## src/hdl/sgm_pkg.sv

```systemverilog
`default_nettype none

package sgm_pkg;

   localparam int SAMPLE_W       = 8;
   localparam int LINE_WIDTH_W   = 12;
   localparam int FRAME_HEIGHT_W = 13;
   localparam int CSR_DATA_W     = 13;
   localparam int CSR_INDEX_W    = 1;

   // one line store entry: {upper, middle}
   localparam int PAIR_W = 2 * SAMPLE_W;

   // Sobel sums and gradients
   localparam int SUM_W  = SAMPLE_W + 2;
   localparam int GRAD_W = SUM_W + 1;
   localparam int ABS_W  = SUM_W;
   localparam int PROD_W = 2 * ABS_W;
   localparam int SQ_W   = PROD_W + 1;

   // root unit
   localparam int ROOT_W = 8;
   localparam int RAD_W  = 2 * ROOT_W;

   localparam logic [LINE_WIDTH_W-1:0]   LINE_WIDTH_RESET   = 12'd640;
   localparam logic [FRAME_HEIGHT_W-1:0] FRAME_HEIGHT_RESET = 13'd480;
   localparam int                        DIM_MIN            = 3;

   typedef enum logic [CSR_INDEX_W-1:0] {
      CSR_LINE_WIDTH   = 1'b0,
      CSR_FRAME_HEIGHT = 1'b1
   } csr_index_type;

   typedef struct packed {
      logic [SAMPLE_W-1:0] sample;
      logic                frame_start;
   } req_payload_type;

   typedef struct packed {
      logic [SAMPLE_W-1:0] magnitude;
      logic                line_end;
      logic                frame_end;
   } rsp_payload_type;

   typedef struct packed {
      logic              busy;
      logic              done;
      logic [ROOT_W-1:0] root;
   } root_status_type;

endpackage

`default_nettype wire

```

## src/hdl/sgm_isqrt.sv

```systemverilog
`default_nettype none

module sgm_isqrt
   import sgm_pkg::*;
(
   input  wire logic            clock,
   input  wire logic            reset,
   input  wire logic            start,
   input  wire logic [SQ_W-1:0] operand,
   output      root_status_type status
);

   logic              busy_ff, busy_in;
   logic              done_ff, done_in;
   logic [ROOT_W-1:0] bit_ff, bit_in;
   logic [ROOT_W-1:0] root_ff, root_in;
   logic [RAD_W-1:0]  value_ff, value_in;
   logic [ROOT_W-1:0] trial;
   logic [RAD_W-1:0]  trial_sq;

   // one result bit per cycle, MSB first
   always_comb begin
      trial    = root_ff | bit_ff;
      trial_sq = RAD_W'(trial) * RAD_W'(trial);
      busy_in  = busy_ff;
      done_in  = 1'b0;
      bit_in   = bit_ff;
      root_in  = root_ff;
      value_in = value_ff;
      if (start) begin
         if (|operand[SQ_W-1:RAD_W]) begin
            // radicand of 2^16 or more saturates
            root_in = '1;
            done_in = 1'b1;
            busy_in = 1'b0;
         end else begin
            value_in = operand[RAD_W-1:0];
            root_in  = '0;
            bit_in   = {1'b1, {(ROOT_W-1){1'b0}}};
            busy_in  = 1'b1;
         end
      end else if (busy_ff) begin
         if (trial_sq <= value_ff) begin
            root_in = trial;
         end
         bit_in = bit_ff >> 1;
         if (bit_ff[0]) begin
            busy_in = 1'b0;
            done_in = 1'b1;
         end
      end
   end

   always_ff @(posedge clock) begin
      if (reset) begin
         busy_ff <= 1'b0;
         done_ff <= 1'b0;
      end else begin
         busy_ff <= busy_in;
         done_ff <= done_in;
      end
      bit_ff   <= bit_in;
      root_ff  <= root_in;
      value_ff <= value_in;
   end

   assign status.busy = busy_ff;
   assign status.done = done_ff;
   assign status.root = root_ff;

endmodule

`default_nettype wire

```

## config.mk

```make
export PLATFORM = sky130hd
export DESIGN_NAME = sgm_isqrt
export DESIGN_NICKNAME = d
export VERILOG_FILES = /design/src/hdl/sgm_pkg.sv /design/src/hdl/sgm_isqrt.sv
export SDC_FILE = /design/constraint.sdc
export NUM_CORES = 1
export LEC_CHECK = 0
export ABC_AREA = 1
export BUFFER_PORTS_ARGS = -buffer_cell sky130_fd_sc_hd__buf_2
export CORE_ASPECT_RATIO = 1.5
export CORE_MARGIN = 3
export CORE_UTILIZATION = 30
export DETAILED_ROUTE_END_ITERATION = 16
export MAX_ROUTING_LAYER = met4
export PLACE_DENSITY_LB_ADDON = 0.05
export SYNTH_ARGS = -nofsm -noshare
export SYNTH_HDL_FRONTEND = slang
export SYNTH_SLANG_ARGS = --single-unit
```

## constraint.sdc

```tcl
create_clock -name clock -period 6.1 [get_ports clock]
set_input_delay 0.61 -clock clock [delete_from_list [all_inputs] [get_ports clock]]
set_output_delay 0.61 -clock clock [all_outputs]
set_load 0.02 [all_outputs]
```

==> metrics.md <==
| Metric | Value |
|---|---|
| Clock transition at the register clock pins on the worst setup and hold paths after CTS | 0.05 ns |
| Number of violations reported at the end of detailed-routing iteration 0 | 96 |
| Switching power as a share of total power | 0.362 |
| Period minus WS final | 5.58 ns |
| Area share of the leading cell type in the synthesized netlist | 0.287 |
| HPWL Detailed | 6540 µm |
| Metal1 wirelength | 3230 µm |
| Post-synth EDFFs | 32 |
| Top cell types by occurrence after synthesis | inv_1 (91), nand2_1 (58), nor2_1 (57) |
| Vias after detailed routing | 2503 |
| Num CTS Buffers | 5 |
| Area fraction in compound gates after synthesis | 0.0543 |
| Worst reg2reg path endpoint | root_ff[4]$_DFFE_PP_ |
| Arrival time reported for the critical path endpoint | 5.56 ns |
| Static leakage | 0.00191 µW |
| R2R depth | 26 |
| Gpl congestion | 0.810 |
| Net count after synthesis | 487 |
| Detail-routed net length per standard cell | 13.1 µm |
| Filler Cells Inserted | 1170 |
| Input/output buffers | 33 |
| I/O pin count | 34 |
| VDD IR max | 163 µV |
| Top post-synthesis cells by area | edfxtp_1 (29%), ha_1 (16%), fa_1 (15%) |
| Hold buffer count at CTS | 0 |
| Vias/cell | 4.29 |
| Area fraction in and, or, nand and nor cells after synthesis | 0.188 |
| Share of power burned in registers | 0.296 |
| Core outline area | 10700 µm² |
| Kind of critical path | flip-flop to flip-flop |
| Rows | 46 |
| CP endpoint kind | flip-flop |
| Post-CTS resize count | 0 |
| Die Area | 12500 µm² |
| Final clock skew | 0.00512 ns |
| Pre-antenna DRT Iters | 5 |
| Global Route Usage Sum | 0.137 |
| Combinational share of power | 0.414 |
| Normalized max-slew margin | 0.232 |
| GRT overflow | 0 |
| Run status | complete, no violations |
| DRT antenna net count | 0 |
| Setup crit end | root_ff[4]$_DFFE_PP_ |
| Highest Signal Layer | met4 |
| Total length of routed met2 wires | 4130 µm |
| Number of synthesized register bits | 34 |
| Switching power | 320 µW |
| Worst Max-Slew Pin Slew | 1.15 ns |
| Via count of the first global-routing pass | 2616 |
| Maximum root-to-sink buffer count | 2 |
| Warnings, synthesis | 0 |
| Top_reg_cell synth | edfxtp_1 |
| Maximum fanout along the worst path | 8 |
| R2R setup slack | 0.52 ns |
| DRC violations left | 0 |
| Internal portion of total power | 563 µW |
| Top achievable clock speed | 179 MHz |
| Number of distinct standard cells referenced by the synthesized netlist | 27 |
| Detailed route wirelength on metal3 | 166 µm |
| Dominant cell type by area after synthesis | edfxtp_1 |
| First-pass GRT wire length | 12900 µm |
| Number of pins with negative max-slew slack in the final report | 0 |
| Die width | 92.2 µm |
| Post-synthesis sequential area ratio | 0.299 |
| Largest net degree at the start of global routing | 28 |
| Post-route clock period utilization | 0.915 |
| Share of flip-flops with an asynchronous set or reset after synthesis | 0 |
| Power Dens Cells | 228 nW/µm² |
| Number of antenna violations at the first check in global routing | 0 |
| FF-to-FF Start | bit_ff[3]$_SDFFCE_PP0P_ |
| Clock network fraction of total power | 0.290 |
| Clock insertion delay at the later pin of the skew report | 0.28 ns |
| Post-Synth XOR/XNOR Area | 0.0314 |
| Worst hold-check path type | primary input to flip-flop |
| Critical Path RT | 6.08 ns |
| Antenna fix cells | 0 |
| Layout cell share with drive strength beyond 1 | 0.164 |
| Setup Fix Bufs, Post-CTS | 0 |
| Adder-Cell Fraction of Synth Area | 0.311 |
| Number of nets in the finished design | 530 |
| Avg Inst Size Synth | 8.46 µm² |
| Most common cell in the synthesized netlist | inv_1 |
| First element of the critical path | bit_ff[3]$_SDFFCE_PP0P_ |
| Htree depth | 2 |
| Nature of the critical path startpoint | flip-flop |
| Final hold viol count | 0 |
| Aggregate negative setup slack | 0 ns |
| Number of max-cap violations | 0 |
| Clock tree root driver cell | clkbuf_16 |
| Total wire length after detailed routing | 7650 µm |
| Area Growth Syn to Fin | 15.9% |
| Starting density of the core | 0.312 |
| CTS tree | yes |
| Combined area of all synthesized cells | 3340 µm² |
| Post-Synthesis Cells | 395 |
| TritonCTS sink count | 34 |
| Unrepaired setup endpoints after global routing | no |
| DIE HEIGHT | 135 µm |
| WHS | 0.499 ns |
| Total setup violations reported at the end of the flow | 0 |
| Multiplexer fraction of the synthesized cell area | 0 |
| Combinational family with the most area after synthesis | adder cells |
==> how the worst min path moves through the flow <==
stage | start | to | slack, ns | depth (start not counted)
3_5_place_dp | busy_ff$_SDFF_PP0_ | done_ff$_SDFF_PP0_ | 0.56 | 2
5_1_grt | operand[5] | value_ff[5]$_DFFE_PP_ | 0.49 | 1
4_1_cts | reset | busy_ff$_SDFF_PP0_ | 0.49 | 2
2_1_floorplan | busy_ff$_SDFF_PP0_ | done_ff$_SDFF_PP0_ | 0.52 | 2
3_3_place_gp | bit_ff[4]$_SDFFCE_PP0P_ | bit_ff[3]$_SDFFCE_PP0P_ | 0.57 | 2
6_report | reset | busy_ff$_SDFF_PP0_ | 0.50 | 2
==> layout by cell type (no fill, tap or decap), types with 4 or more instances in the layout <==
| cell | synthesis | routed |
|---|---|---|
| o21ai_0 | 4 | 4 |
| nand2_1 | 58 | 58 |
| nand2_2 | 10 | 10 |
| inv_1 | 91 | 91 |
| nor2_2 | 6 | 6 |
| buf_2 | 2 | 33 |
| buf_4 | 3 | 9 |
| edfxtp_1 | 32 | 32 |
| xnor2_1 | 4 | 4 |
| nor2_1 | 57 | 57 |
| xor2_1 | 8 | 8 |
| nand3_1 | 8 | 8 |
| ha_1 | 43 | 43 |
| a21oi_1 | 20 | 20 |
| nor3_1 | 4 | 4 |
| clkbuf_16 | 0 | 5 |
| fa_1 | 25 | 25 |
==> layout make-up <==
cell class,count,area [µm²],share of cell area
multi-input cells,261,1960,0.506
flip-flops and latches,34,1000,0.258
inverters,94,353,0.0911
repair buffers,42,233,0.0601
well taps,144,180,0.0465
clock buffers,7,143,0.0368
clock inverters,1,5.00,0.00129
==> power by group through the flow <==
stage	Sequential [µW]	Clock (µW)	Combinational [µW]
after CTS	261	263	376
after detailed placement	266	0	373
after floorplan	267	0	278
final	261	256	366
after global routing	261	274	429
after global placement	266	0	373
==> worst max-delay path: stages, from the launching register on <==
cell and delay, ns:
edfxtp_1 0.35, nor2_1 0.05, buf_4 0.16, inv_1 0.16, o21ai_0 0.18, fa_1 0.53, inv_1 0.07, fa_1 0.50
fa_1 0.54, inv_1 0.06, fa_1 0.53, inv_1 0.04, ha_1 0.36, a21oi_1 0.21, inv_1 0.09, o21ai_1 0.17
nand3_1 0.08, nand2_1 0.06, nand2_1 0.05, ha_1 0.26, nand2_1 0.06, nor2_1 0.16, nand3_1 0.09, nor2_1 0.11
nor2_1 0.05, a21oi_1 0.14, buf_4 0.19
==> registers in the layout, indices dropped and copies added (netlist names) <==
register,flops
value_ff,16
root_ff,8
busy_ff,1
done_ff,1
bit_ff,8
==> per-stage QoR <==
step | cells | worst slack (ns) | power (µW) | instance area, µm² | utilization
finish | 583 | 0.520 | 883 | 3870 | 0.362
global route | 583 | 0.0554 | 965 | 3870 | 0.362
CTS | 583 | 0.432 | 900 | 3870 | 0.362
detailed placement | 575 | 0.442 | 638 | 3730 | 0.348
global placement | 575 | 0.488 | 639 | 3730 | 0.348
floorplan | 395 | 0.566 | 545 | 3340 | -
==> metal layers <==
layer | up-vias | GRT usage
met2 | 32 | 0.247
met5 | - | -
met3 | 7 | 0.0178
met1 | 1161 | 0.157
met4 | 0 | 0.0413
li1 | 1303 | -
==> cells by family after synthesis <==
family,after synthesis
XOR/XNOR,12
buffers and inverters,100
AND/OR/NAND/NOR,148
flip-flops,34
adder cells (fa/ha/maj),68
AO/OA/AOI/OAI,33
Power figures use the tool's default switching activity.
